--- src/hsvrgb_pkg.sv ---
// Shared constants and types of the HSV to RGB percent converter.
`timescale 1ns / 1ps

package hsvrgb_pkg;

   localparam int HUE_W   = 9;
   localparam int PCT_W   = 7;
   localparam int LEVEL_W = 8;
   localparam int REM_W   = 6;    // degrees within one sector, 0..59
   localparam int SQ_W    = 14;   // up to PCT_SQ
   localparam int PROD_W  = 20;   // value times a term up to PCT_SQ

   localparam logic [HUE_W-1:0]   HUE_MAX    = 9'd360;
   localparam logic [PCT_W-1:0]   PCT_MAX    = 7'd100;
   localparam logic [HUE_W-1:0]   SECTOR_DEG = 9'd60;
   localparam logic [SQ_W-1:0]    PCT_SQ     = 14'd10000;
   localparam logic [LEVEL_W-1:0] LEVEL_MAX  = 8'd255;

   // Reciprocals: floor(x / d) == (x * M) >> K over the ranges used here.
   localparam logic [7:0]  RECIP3_M     = 8'd171;      // x <= 295, K = 9
   localparam int          RECIP3_K     = 9;
   localparam logic [13:0] RECIP100_M   = 14'd10486;   // x <= 25500, K = 20
   localparam int          RECIP100_K   = 20;
   localparam logic [18:0] RECIP10K_M   = 19'd429497;  // x <= 10^6, K = 32
   localparam int          RECIP10K_K   = 32;

   typedef enum logic [2:0] {
      SECTOR_RED_YELLOW    = 3'd0,
      SECTOR_YELLOW_GREEN  = 3'd1,
      SECTOR_GREEN_CYAN    = 3'd2,
      SECTOR_CYAN_BLUE     = 3'd3,
      SECTOR_BLUE_MAGENTA  = 3'd4,
      SECTOR_MAGENTA_RED   = 3'd5
   } sector_type;

endpackage

--- src/hsv_to_rgb_percent.sv ---
// Top level: five-stage pipelined HSV (degrees, percent) to 8-bit RGB converter.
// A word accepted by start passes through the registers s1, s2, s3, s4 and rsp
//   and then appears on rsp_* with rsp_valid high: five register stages in all.
// Throughput: one word per cycle; busy is always low, each stage holds one word.
// Reciprocal multipliers stand in for division in stages one, three, four and five.
// Reset (synchronous, active high) clears every stage valid bit; data regs are not reset.
`timescale 1ns / 1ps

module hsv_to_rgb_percent (
   input  logic                             clock,
   input  logic                             reset,
   input  logic                             start,
   output logic                             busy,
   input  logic [hsvrgb_pkg::HUE_W-1:0]     req_hue_deg,
   input  logic [hsvrgb_pkg::PCT_W-1:0]     req_sat_pct,
   input  logic [hsvrgb_pkg::PCT_W-1:0]     req_val_pct,
   output logic                             rsp_valid,
   output logic [hsvrgb_pkg::LEVEL_W-1:0]   rsp_red,
   output logic [hsvrgb_pkg::LEVEL_W-1:0]   rsp_green,
   output logic [hsvrgb_pkg::LEVEL_W-1:0]   rsp_blue
);

   localparam int HUE_W   = hsvrgb_pkg::HUE_W;
   localparam int PCT_W   = hsvrgb_pkg::PCT_W;
   localparam int LEVEL_W = hsvrgb_pkg::LEVEL_W;
   localparam int REM_W   = hsvrgb_pkg::REM_W;
   localparam int SQ_W    = hsvrgb_pkg::SQ_W;
   localparam int PROD_W  = hsvrgb_pkg::PROD_W;

   // The receiver never stalls, so every stage advances each cycle.
   assign busy = 1'b0;

   logic req_accept;
   assign req_accept = start && !busy;

   // ---------------------------------------------------------------------
   // Stage 1: clamp inputs, find the sector and the percent fraction in it.
   // ---------------------------------------------------------------------
   logic [HUE_W-1:0]       hue_clamp;
   logic [PCT_W-1:0]       sat_clamp;
   logic [PCT_W-1:0]       val_clamp;
   hsvrgb_pkg::sector_type sector_in;
   logic [HUE_W-1:0]       sector_base;
   logic [REM_W-1:0]       rem_deg;
   logic [8:0]             rem_x5;
   logic [15:0]            frac_prod;
   logic [PCT_W-1:0]       frac_in;

   always_comb begin
      hue_clamp = (req_hue_deg > hsvrgb_pkg::HUE_MAX) ? hsvrgb_pkg::HUE_MAX : req_hue_deg;
      sat_clamp = (req_sat_pct > hsvrgb_pkg::PCT_MAX) ? hsvrgb_pkg::PCT_MAX : req_sat_pct;
      val_clamp = (req_val_pct > hsvrgb_pkg::PCT_MAX) ? hsvrgb_pkg::PCT_MAX : req_val_pct;

      // Full circle folds back onto the first sector with zero fraction.
      if (hue_clamp >= hsvrgb_pkg::HUE_MAX) begin
         sector_in   = hsvrgb_pkg::SECTOR_RED_YELLOW;
         sector_base = hsvrgb_pkg::HUE_MAX;
      end else if (hue_clamp >= HUE_W'(5 * hsvrgb_pkg::SECTOR_DEG)) begin
         sector_in   = hsvrgb_pkg::SECTOR_MAGENTA_RED;
         sector_base = HUE_W'(5 * hsvrgb_pkg::SECTOR_DEG);
      end else if (hue_clamp >= HUE_W'(4 * hsvrgb_pkg::SECTOR_DEG)) begin
         sector_in   = hsvrgb_pkg::SECTOR_BLUE_MAGENTA;
         sector_base = HUE_W'(4 * hsvrgb_pkg::SECTOR_DEG);
      end else if (hue_clamp >= HUE_W'(3 * hsvrgb_pkg::SECTOR_DEG)) begin
         sector_in   = hsvrgb_pkg::SECTOR_CYAN_BLUE;
         sector_base = HUE_W'(3 * hsvrgb_pkg::SECTOR_DEG);
      end else if (hue_clamp >= HUE_W'(2 * hsvrgb_pkg::SECTOR_DEG)) begin
         sector_in   = hsvrgb_pkg::SECTOR_GREEN_CYAN;
         sector_base = HUE_W'(2 * hsvrgb_pkg::SECTOR_DEG);
      end else if (hue_clamp >= hsvrgb_pkg::SECTOR_DEG) begin
         sector_in   = hsvrgb_pkg::SECTOR_YELLOW_GREEN;
         sector_base = hsvrgb_pkg::SECTOR_DEG;
      end else begin
         sector_in   = hsvrgb_pkg::SECTOR_RED_YELLOW;
         sector_base = '0;
      end

      // frac = floor(rem * 100 / 60) = floor(rem * 5 / 3)
      rem_deg   = REM_W'(hue_clamp - sector_base);
      rem_x5    = {1'b0, rem_deg, 2'b00} + {3'b000, rem_deg};
      frac_prod = {7'd0, rem_x5} * {8'd0, hsvrgb_pkg::RECIP3_M};
      frac_in   = frac_prod[hsvrgb_pkg::RECIP3_K +: PCT_W];
   end

   logic                   s1_valid_ff;
   hsvrgb_pkg::sector_type s1_sector_ff;
   logic [PCT_W-1:0]       s1_frac_ff;
   logic [PCT_W-1:0]       s1_sat_ff;
   logic [PCT_W-1:0]       s1_val_ff;

   always_ff @(posedge clock) begin
      if (reset) begin
         s1_valid_ff <= 1'b0;
      end else begin
         s1_valid_ff <= req_accept;
      end
      s1_sector_ff <= sector_in;
      s1_frac_ff   <= frac_in;
      s1_sat_ff    <= sat_clamp;
      s1_val_ff    <= val_clamp;
   end

   // ---------------------------------------------------------------------
   // Stage 2: saturation products. Zero saturation needs no special path:
   // every level below then works out to the value itself.
   // ---------------------------------------------------------------------
   logic [SQ_W-1:0] sat_frac;
   logic [SQ_W-1:0] sat_cofrac;
   logic [SQ_W-1:0] fall_term_in;
   logic [SQ_W-1:0] rise_term_in;
   logic [SQ_W-1:0] low_num_in;

   always_comb begin
      sat_frac     = SQ_W'(s1_sat_ff) * SQ_W'(s1_frac_ff);
      sat_cofrac   = SQ_W'(s1_sat_ff) * SQ_W'(hsvrgb_pkg::PCT_MAX - s1_frac_ff);
      fall_term_in = hsvrgb_pkg::PCT_SQ - sat_frac;
      rise_term_in = hsvrgb_pkg::PCT_SQ - sat_cofrac;
      low_num_in   = SQ_W'(s1_val_ff) * SQ_W'(hsvrgb_pkg::PCT_MAX - s1_sat_ff);
   end

   logic                   s2_valid_ff;
   hsvrgb_pkg::sector_type s2_sector_ff;
   logic [PCT_W-1:0]       s2_val_ff;
   logic [SQ_W-1:0]        s2_fall_term_ff;
   logic [SQ_W-1:0]        s2_rise_term_ff;
   logic [SQ_W-1:0]        s2_low_num_ff;

   always_ff @(posedge clock) begin
      if (reset) begin
         s2_valid_ff <= 1'b0;
      end else begin
         s2_valid_ff <= s1_valid_ff;
      end
      s2_sector_ff    <= s1_sector_ff;
      s2_val_ff       <= s1_val_ff;
      s2_fall_term_ff <= fall_term_in;
      s2_rise_term_ff <= rise_term_in;
      s2_low_num_ff   <= low_num_in;
   end

   // ---------------------------------------------------------------------
   // Stage 3: scale the falling and rising terms by value; finish low / 100.
   // ---------------------------------------------------------------------
   logic [PROD_W-1:0] fall_num_in;
   logic [PROD_W-1:0] rise_num_in;
   logic [27:0]       low_prod;
   logic [PCT_W-1:0]  low_in;

   always_comb begin
      fall_num_in = PROD_W'(s2_val_ff) * PROD_W'(s2_fall_term_ff);
      rise_num_in = PROD_W'(s2_val_ff) * PROD_W'(s2_rise_term_ff);
      low_prod    = {14'd0, s2_low_num_ff} * {14'd0, hsvrgb_pkg::RECIP100_M};
      low_in      = low_prod[hsvrgb_pkg::RECIP100_K +: PCT_W];
   end

   logic                   s3_valid_ff;
   hsvrgb_pkg::sector_type s3_sector_ff;
   logic [PCT_W-1:0]       s3_val_ff;
   logic [PCT_W-1:0]       s3_low_ff;
   logic [PROD_W-1:0]      s3_fall_num_ff;
   logic [PROD_W-1:0]      s3_rise_num_ff;

   always_ff @(posedge clock) begin
      if (reset) begin
         s3_valid_ff <= 1'b0;
      end else begin
         s3_valid_ff <= s2_valid_ff;
      end
      s3_sector_ff   <= s2_sector_ff;
      s3_val_ff      <= s2_val_ff;
      s3_low_ff      <= low_in;
      s3_fall_num_ff <= fall_num_in;
      s3_rise_num_ff <= rise_num_in;
   end

   // ---------------------------------------------------------------------
   // Stage 4: divide the falling and rising numerators by 10000.
   // ---------------------------------------------------------------------
   logic [38:0]      fall_prod;
   logic [38:0]      rise_prod;
   logic [PCT_W-1:0] fall_in;
   logic [PCT_W-1:0] rise_in;

   always_comb begin
      fall_prod = {19'd0, s3_fall_num_ff} * {20'd0, hsvrgb_pkg::RECIP10K_M};
      rise_prod = {19'd0, s3_rise_num_ff} * {20'd0, hsvrgb_pkg::RECIP10K_M};
      fall_in   = fall_prod[hsvrgb_pkg::RECIP10K_K +: PCT_W];
      rise_in   = rise_prod[hsvrgb_pkg::RECIP10K_K +: PCT_W];
   end

   logic                   s4_valid_ff;
   hsvrgb_pkg::sector_type s4_sector_ff;
   logic [PCT_W-1:0]       s4_val_ff;
   logic [PCT_W-1:0]       s4_low_ff;
   logic [PCT_W-1:0]       s4_fall_ff;
   logic [PCT_W-1:0]       s4_rise_ff;

   always_ff @(posedge clock) begin
      if (reset) begin
         s4_valid_ff <= 1'b0;
      end else begin
         s4_valid_ff <= s3_valid_ff;
      end
      s4_sector_ff <= s3_sector_ff;
      s4_val_ff    <= s3_val_ff;
      s4_low_ff    <= s3_low_ff;
      s4_fall_ff   <= fall_in;
      s4_rise_ff   <= rise_in;
   end

   // ---------------------------------------------------------------------
   // Stage 5: pick levels per sector, then scale percent to 0..255.
   // ---------------------------------------------------------------------
   logic [PCT_W-1:0]   red_pct;
   logic [PCT_W-1:0]   green_pct;
   logic [PCT_W-1:0]   blue_pct;
   logic [LEVEL_W-1:0] red_in;
   logic [LEVEL_W-1:0] green_in;
   logic [LEVEL_W-1:0] blue_in;

   function automatic logic [LEVEL_W-1:0] pct_to_level(input logic [PCT_W-1:0] pct);
      logic [14:0] scaled;
      logic [28:0] prod;
      // pct * 255 as a shift and subtract, then / 100 by reciprocal
      scaled = {pct, 8'd0} - {8'd0, pct};
      prod   = {14'd0, scaled} * {15'd0, hsvrgb_pkg::RECIP100_M};
      return prod[hsvrgb_pkg::RECIP100_K +: LEVEL_W];
   endfunction

   always_comb begin
      case (s4_sector_ff)
         hsvrgb_pkg::SECTOR_YELLOW_GREEN: begin
            red_pct = s4_fall_ff; green_pct = s4_val_ff;  blue_pct = s4_low_ff;
         end
         hsvrgb_pkg::SECTOR_GREEN_CYAN: begin
            red_pct = s4_low_ff;  green_pct = s4_val_ff;  blue_pct = s4_rise_ff;
         end
         hsvrgb_pkg::SECTOR_CYAN_BLUE: begin
            red_pct = s4_low_ff;  green_pct = s4_fall_ff; blue_pct = s4_val_ff;
         end
         hsvrgb_pkg::SECTOR_BLUE_MAGENTA: begin
            red_pct = s4_rise_ff; green_pct = s4_low_ff;  blue_pct = s4_val_ff;
         end
         hsvrgb_pkg::SECTOR_MAGENTA_RED: begin
            red_pct = s4_val_ff;  green_pct = s4_low_ff;  blue_pct = s4_fall_ff;
         end
         default: begin
            red_pct = s4_val_ff;  green_pct = s4_rise_ff; blue_pct = s4_low_ff;
         end
      endcase
      red_in   = pct_to_level(red_pct);
      green_in = pct_to_level(green_pct);
      blue_in  = pct_to_level(blue_pct);
   end

   logic               rsp_valid_ff;
   logic [LEVEL_W-1:0] rsp_red_ff;
   logic [LEVEL_W-1:0] rsp_green_ff;
   logic [LEVEL_W-1:0] rsp_blue_ff;

   always_ff @(posedge clock) begin
      if (reset) begin
         rsp_valid_ff <= 1'b0;
      end else begin
         rsp_valid_ff <= s4_valid_ff;
      end
      rsp_red_ff   <= red_in;
      rsp_green_ff <= green_in;
      rsp_blue_ff  <= blue_in;
   end

   assign rsp_valid = rsp_valid_ff;
   assign rsp_red   = rsp_red_ff;
   assign rsp_green = rsp_green_ff;
   assign rsp_blue  = rsp_blue_ff;

`ifndef SYNTHESIS
   // The response strobe matches the accept strobe delayed through the pipeline.
   a_latency: assert property (@(posedge clock) disable iff (reset)
      (!$past(reset, 1) && !$past(reset, 2) && !$past(reset, 3)
       && !$past(reset, 4) && !$past(reset, 5))
      |-> (rsp_valid == $past(req_accept, 5)))
      else $error("response strobe does not follow request by five cycles");

   // The fraction within a sector stays below one whole sector.
   a_frac_range: assert property (@(posedge clock) disable iff (reset)
      s1_valid_ff |-> (s1_frac_ff < hsvrgb_pkg::PCT_MAX))
      else $error("sector fraction out of range");

   // Every derived level is bounded by the value level it came from.
   a_level_bound: assert property (@(posedge clock) disable iff (reset)
      s4_valid_ff |-> (s4_low_ff <= s4_val_ff && s4_fall_ff <= s4_val_ff
                       && s4_rise_ff <= s4_val_ff))
      else $error("derived level exceeds value level");

   // A full-scale value with no saturation yields full white.
   a_white: assert property (@(posedge clock) disable iff (reset)
      (s4_valid_ff && s4_val_ff == hsvrgb_pkg::PCT_MAX && s4_low_ff == s4_val_ff)
      |=> (rsp_red == hsvrgb_pkg::LEVEL_MAX && rsp_green == hsvrgb_pkg::LEVEL_MAX
           && rsp_blue == hsvrgb_pkg::LEVEL_MAX))
      else $error("full-scale grey did not produce white");
`endif

endmodule
--- config.mk ---
export PLATFORM = sky130hd
export DESIGN_NAME = hsv_to_rgb_percent
export DESIGN_NICKNAME = d
export VERILOG_FILES = /design/src/hsvrgb_pkg.sv /design/src/hsv_to_rgb_percent.sv
export SDC_FILE = /design/constraint.sdc
export NUM_CORES = 2
export LEC_CHECK = 0
export BUFFER_PORTS_ARGS = -buffer_cell sky130_fd_sc_hd__buf_2
export CORE_UTILIZATION = 60
export DETAILED_ROUTE_END_ITERATION = 12
export PLACE_DENSITY = 0.76
export SLEW_MARGIN = 15
export SYNTH_ARGS = -nofsm -noshare
export SYNTH_HDL_FRONTEND = slang
export SYNTH_SLANG_ARGS = --single-unit
--- constraint.sdc ---
create_clock -name clock -period 9.2 [get_ports clock]
set_input_delay 0.92 -clock clock [delete_from_list [all_inputs] [get_ports clock]]
set_output_delay 0.92 -clock clock [all_outputs]
set_load 0.03 [all_outputs]
Yosys cells after proc, flatten, opt, wreduce, memory -nomap -nowiden

Cells that the tools add are included.

Bits in registers: 193
Input port bits: 26
Output and inout port bits: 26

$add $sub $neg: 9
$mul: 12
Magnitude comparators: 9
Equality and inequality tests: 5
Mux-type cells: 15
Reductions and logical operators: 5

Operators by type and width:

| cell                                                                  | number |
|---|---|
| 15-bit by 13-bit multiplier with 27-bit output, second input constant | 3 |
| 20-bit by 19-bit multiplier with 39-bit output, second input constant | 2 |
| 7-bit case mux with 3 select lines                                    | 3 |
| 15-bit by 7-bit subtractor with 15-bit output                         | 3 |
| 7-bit by 14-bit multiplier with 20-bit output                         | 2 |
| 6-bit 2-to-1 mux                                                      | 6 |
| 8-bit by 8-bit multiplier with 14-bit output                          | 2 |
| 14-bit subtractor, first input constant                               | 2 |
| 14-bit by 13-bit multiplier with 26-bit output, second input constant | 1 |
| 9-bit by 8-bit >= comparator with 1-bit output, second input constant | 2 |
| 9-bit >= comparator, second input constant                            | 2 |
| 9-bit by 8-bit multiplier with 16-bit output, second input constant   | 1 |
| 7-bit by 7-bit subtractor with 8-bit output, first input constant     | 2 |
| 7-bit greater-than comparator, second input constant                  | 2 |
| 7-bit by 7-bit multiplier with 14-bit output                          | 1 |
| 8-bit by 6-bit adder with 9-bit output                                | 1 |
| 9-bit by 6-bit >= comparator with 1-bit output, second input constant | 1 |
| 9-bit by 7-bit >= comparator with 1-bit output, second input constant | 1 |
| 9-bit greater-than comparator, second input constant                  | 1 |
| 9-bit 2-to-1 mux                                                      | 1 |
| 2-bit OR reduction                                                    | 4 |
| 3-bit by 2-bit == test with 1-bit output, second input constant       | 2 |
| 3-bit == test, second input constant                                  | 2 |
| 3-bit 2-to-1 mux                                                      | 2 |
| 5 further kinds                                                       | 6 |

Logic depth before layout (Yosys ltp)

Word-level depth: 12
Depth in mapped cells: 34

Worst setup path after synthesis

Ideal clock, no wire load.

Path kind: reg2reg
Start: reg s4_sector_ff[1]
End: reg rsp_green_ff[6] (netlist: rsp_green[6])
Library setup time: 0.119 ns
Arrival: 6.863 ns
Required time: 9.081 ns
Path slack: 2.218 ns
Stages on the path, launching flop included: 31
Path buffers: 4
Cell sequence: dfxtp_1 -> buf_6 -> inv_1 -> ha_1 -> clkbuf_1 -> or2_1 -> buf_2 -> nand2_1 -> o32a_1 -> buf_2 -> inv_1 -> ha_1 -> nand2b_1 -> or2_2 -> mux2_1 -> inv_1 -> fa_1 -> inv_1 -> ha_1 -> fa_1 -> fa_1 -> fa_1 -> ha_1 -> o21ai_0 -> a21oi_1 -> and3_1 -> or3b_2 -> a31oi_1 -> a21o_1 -> a21oi_1 -> xnor2_1

Word-level cells in the longest chain between the ends: 5
Elaborated cells on any way between the ends: 10
Those cells by class: add/sub (1); mul (1); eq/ne (5); mux (1); reduce/logical (2)

RTL lines:

| element                                            | RTL line                  | source |
|---|---|---|
| start: declaration                                 | hsv_to_rgb_percent.sv:192 | `hsvrgb_pkg::sector_type s4_sector_ff;` |
| start signal: assignment                           | hsv_to_rgb_percent.sv:204 | `s4_sector_ff <= s3_sector_ff;` |
| 3-bit == test, or another cell as far along        | hsv_to_rgb_percent.sv:231 | `case (s4_sector_ff)` |
| 2-bit OR reduction (no line)                       | -                         |  |
| 7-bit case mux with 3 select lines (*)             | hsv_to_rgb_percent.sv:231 |  |
| 15-bit by 7-bit subtractor with 15-bit output (*)  | hsv_to_rgb_percent.sv:225 | `scaled = {pct, 8'd0} - {8'd0, pct};` |
| 15-bit by 13-bit multiplier with 27-bit output (*) | hsv_to_rgb_percent.sv:226 | `prod = {14'd0, scaled} * {15'd0, hsvrgb_pkg::RECIP100_M};` |
| net green_in[6]                                    | hsv_to_rgb_percent.sv:218 | `logic [LEVEL_W-1:0] green_in;` |
| end signal: assignment                             | hsv_to_rgb_percent.sv:268 | `rsp_green_ff <= green_in;` |
| end: declaration                                   | hsv_to_rgb_percent.sv:258 | `logic [LEVEL_W-1:0] rsp_green_ff;` |

Mark *: on every way through the listed nets, which the timed path passes. The rest lies on a longest branch.
A chain may end at the register's enable or synchronous reset.

Worst setup path after layout

Start: reg s4_sector_ff[2]
End: reg rsp_red_ff[3] (netlist: rsp_red[3])

Word-level cells in the longest chain between the ends: 5
Elaborated cells on any way between the ends: 8
Those cells by class: add/sub (1); mul (1); eq/ne (4); mux (1); reduce/logical (1)

RTL lines:

| element                                            | RTL line                  | source |
|---|---|---|
| 3-bit by 2-bit == test with 1-bit output           | hsv_to_rgb_percent.sv:231 |  |
| 2-bit OR reduction (no line)                       | -                         |  |
| 7-bit case mux with 3 select lines (*)             | hsv_to_rgb_percent.sv:231 |  |
| 15-bit by 7-bit subtractor with 15-bit output (*)  | hsv_to_rgb_percent.sv:225 |  |
| 15-bit by 13-bit multiplier with 27-bit output (*) | hsv_to_rgb_percent.sv:226 |  |
| net red_in[3]                                      | hsv_to_rgb_percent.sv:217 | `logic [LEVEL_W-1:0] red_in;` |
| end signal: assignment                             | hsv_to_rgb_percent.sv:267 | `rsp_red_ff <= red_in;` |
| end: declaration                                   | hsv_to_rgb_percent.sv:257 | `logic [LEVEL_W-1:0] rsp_red_ff;` |

Marks and branches as above.

==> results.sh <==
export IMPL_clk_insertion_delay_late_ns=0.51
export IMPL_seq_area_frac_synth_pct=8.666
export IMPL_cp_end_kind="flip-flop"
export IMPL_layout_min_cycle_time_ns=7.664
export IMPL_crit_family="adder cells"
export IMPL_wirelength_um=88120
export IMPL_required_ns=9.65
export IMPL_finalNetCount=6356
export IMPL_synthCells=4591
export IMPL_drc=0
export IMPL_syn_cell_area_um2=44120
export IMPL_dieHeight_um=273.2
export IMPL_rsz0062_at_grt="false"
export IMPL_worst_path_max_delay_cell="a2111oi_0"
export IMPL_hold_buffers=0
export IMPL_fin_crit_sh_pct=83.30
export IMPL_setup_viol=0
export IMPL_crit_fanout=14
export IMPL_core_um2=72830
export IMPL_grt_overflow=0
export IMPL_grt_pass1_wl_um=151600
export IMPL_synth_top_family_by_area="adder cells"
export IMPL_wl_per_cell_um=15.77
export IMPL_clkSinkCount=191
export IMPL_dpl_hpwl_um=78140
export IMPL_ys_types=81
export IMPL_cts_buffers=17
export IMPL_grt_pass1_vias=31670
export IMPL_htreeDepth=4
export IMPL_cts_tree="yes"
export IMPL_path_buf_inv=4
export IMPL_yosys_area_share_xor_xnor_pct=3.652
export IMPL_areaGrowthSynthToFinish_pct=4.288
export IMPL_post_synth_top_count_cell="inv_1"
export IMPL_async_reset_ff_share_pct=0
export IMPL_yosysWarnings=0
export IMPL_relSlewSlack_pct=22.39
export IMPL_cp_slowest_stage_delay_ns=0.75
export IMPL_yosys_top_cells_area="fa_1, ha_1, inv_1, dfxtp_1, xnor2_1"
export IMPL_gp_congestion=0.9527
export IMPL_drtIter0Drc=1397
export IMPL_grtUsageTotal_pct=25.27
export IMPL_synth_edff_count=0
export IMPL_synth_top_area_share_pct=34.75
export IMPL_via_count=29300
export IMPL_synth_fa_ha_area_share_pct=61.67
export IMPL_synth_simple_area_share_pct=8.334
export IMPL_path_clk_slew_ns=0.09
export IMPL_yosysTopAreaCell="fa_1"
export IMPL_cts_root_buf="clkbuf_16"
export IMPL_antenna_left=0
export IMPL_fmax_ghz=0.1305
export IMPL_hold_viol_final=0
export IMPL_synth_seq_cells=191
export IMPL_layout_drive_gt1_share_pct=2.744
export IMPL_clock_skew_ns=0.01825
export IMPL_path_class="reg -> reg"
export IMPL_ctsResizeCount=0
export IMPL_worst_ep_arrival_time_ns=8.11
export IMPL_crit_chain="inv_1 > ha_1 > a21o_1 > mux2_2 > and2_1 > nand2_1 > nor2_1 > nand3_1 > inv_1 > nor2_1 > ha_1 > fa_1 > inv_1 > fa_1 > inv_1 > fa_1 > fa_1 > ha_1 > a21o_1 > a2111oi_0 > a31oi_1 > or3_1 > a21oi_1 > xnor2_1"
export IMPL_final_max_slew_viol_count=0
export IMPL_drt_vias_per_instance=5.245
export IMPL_cap_violations=0
export IMPL_die_x_um=273.2
export IMPL_antenna_found_initial=2
export IMPL_synthMuxAreaShare_pct=0.2978
export IMPL_synth_main_ff_cell="dfxtp_1"
export IMPL_grt_max_degree=29
export IMPL_dieArea_um2=74620
export IMPL_syn_area_per_cell_um2=9.611
export IMPL_diodes=0
export IMPL_nFillCells=5902
export IMPL_worst_pin_slew_ns=1.150
export IMPL_rows=99
export IMPL_cts_setup_buffers=0
export IMPL_start_util_pct=60.58
export IMPL_io_buffers=50
export IMPL_tns_ns=0
export IMPL_ios=52
export IMPL_clock_path_buffers=2
export IMPL_dr_pass1_iters=5
export IMPL_status="finished, final reports clean"
export IMPL_synth_compound_area_share_pct=5.538
export IMPL_netlist_top_cells_count="inv_1, ha_1, fa_1, nand2_1, dfxtp_1"
export IMPL_hp_class="reg -> reg"
export IMPL_syn_num_nets=6332
export IMPL_start_kind="flip-flop"
## cell type report
cell class	instances	area, µm²	share of cell area [%]
Sequential cell	191	3824	8.310
Clock inverter	15	185.2	0.4024
Inverter	1324	4970	10.80
Timing Repair Buffer	61	332.8	0.7233
Multi-Input combinational cell	3020	35080	76.23
Clock buffer	17	425.4	0.9245
Tap cell	959	1200	2.608
## metal layers
layer  global-route usage (%)  share of wire (%)  routed length [µm]  up-vias
met3                    3.386                4.3                3775      102
li1                         -                  -                   -    14180
met1                    33.41                 45               39540    14450
met2                    43.83                 49               43110      579
met4                    6.013                1.9                1687        0
met5                        0                  0                   0        -
## cells in the final DEF (no fill, tap or decap), types with 13 or more instances in the layout
cell type / n
nand3_1: 27
and2_1: 152
o21a_1: 15
buf_2: 50
o21ai_0: 80
a21o_1: 38
a211oi_1: 19
a21oi_1: 92
dfxtp_1: 191
nor2b_1: 39
nor2_1: 119
nand2_1: 269
inv_1: 1324
nand2b_1: 26
ha_1: 949
a221oi_1: 13
xor2_1: 55
and3_1: 14
clkbuf_16: 17
xnor2_1: 129
nor3_1: 27
fa_1: 766
## path summary, 6_finish.rpt
path / start / endpoint / slack [ns] / cells past startpoint
worst max-delay path: s4_sector_ff[2] / rsp_red[3] / 1.54 / 24
worst min-delay path: s3_low_ff[1] / s4_low_ff[1] / 0.32 / 0
worst max register to register: s4_sector_ff[2] / rsp_red[3] / 1.54 / 24
worst min register to register: s3_low_ff[1] / s4_low_ff[1] / 0.32 / 0
## sequential cells by signal (all words and copies together) (netlist names), 8 cells and up
| signal | flops |
|---|---|
| s3_rise_num_ff | 20 |
| s3_fall_num_ff | 19 |
| s2_low_num_ff | 14 |
| s2_rise_term_ff | 14 |
| s2_fall_term_ff | 13 |
| rsp_blue | 8 |
| rsp_green | 8 |
| rsp_red | 8 |
## worst reg2reg max path, cell delays in order, from the launching register on
cell	delay [ns]
dfxtp_1	0.57
inv_1	0.09
ha_1	0.29
a21o_1	0.32
mux2_2	0.34
and2_1	0.18
nand2_1	0.09
nor2_1	0.27
nand3_1	0.40
inv_1	0.24
nor2_1	0.14
ha_1	0.39
fa_1	0.51
inv_1	0.05
fa_1	0.51
inv_1	0.05
fa_1	0.46
fa_1	0.49
ha_1	0.32
a21o_1	0.19
a2111oi_0	0.75
a31oi_1	0.23
or3_1	0.43
a21oi_1	0.19
xnor2_1	0.13
## through the flow
| stage | setup WS [ns] | area [µm²] | hold WS [ns] | util, % | cells |
|---|---|---|---|---|---|
| floorplan | 2.218 | 44120 | 0.3096 | - | 4591 |
| global placement | 1.707 | 45400 | 0.3109 | 62.34 | 5555 |
| detailed placement | 1.508 | 45400 | 0.3121 | 62.34 | 5555 |
| CTS | 1.494 | 46010 | 0.3231 | 63.17 | 5587 |
| global route | 0.9397 | 46010 | 0.3280 | 63.18 | 5587 |
| finish | 1.536 | 46010 | 0.3180 | 63.18 | 5587 |
## cell families (layout without fill, tap and decap cells)
group	Yosys count	in the layout
fa+ha+maj	1715	1715
buf+inv	1380	1417
simple gates	740	740
compound gates	368	368
flops	191	191
xor+xnor	184	184
mux	12	12
other cells	1	1
Power is left out: the tool's default activity adds up to more than one toggle a clock period on the data nets, which glitch-free logic cannot reach.
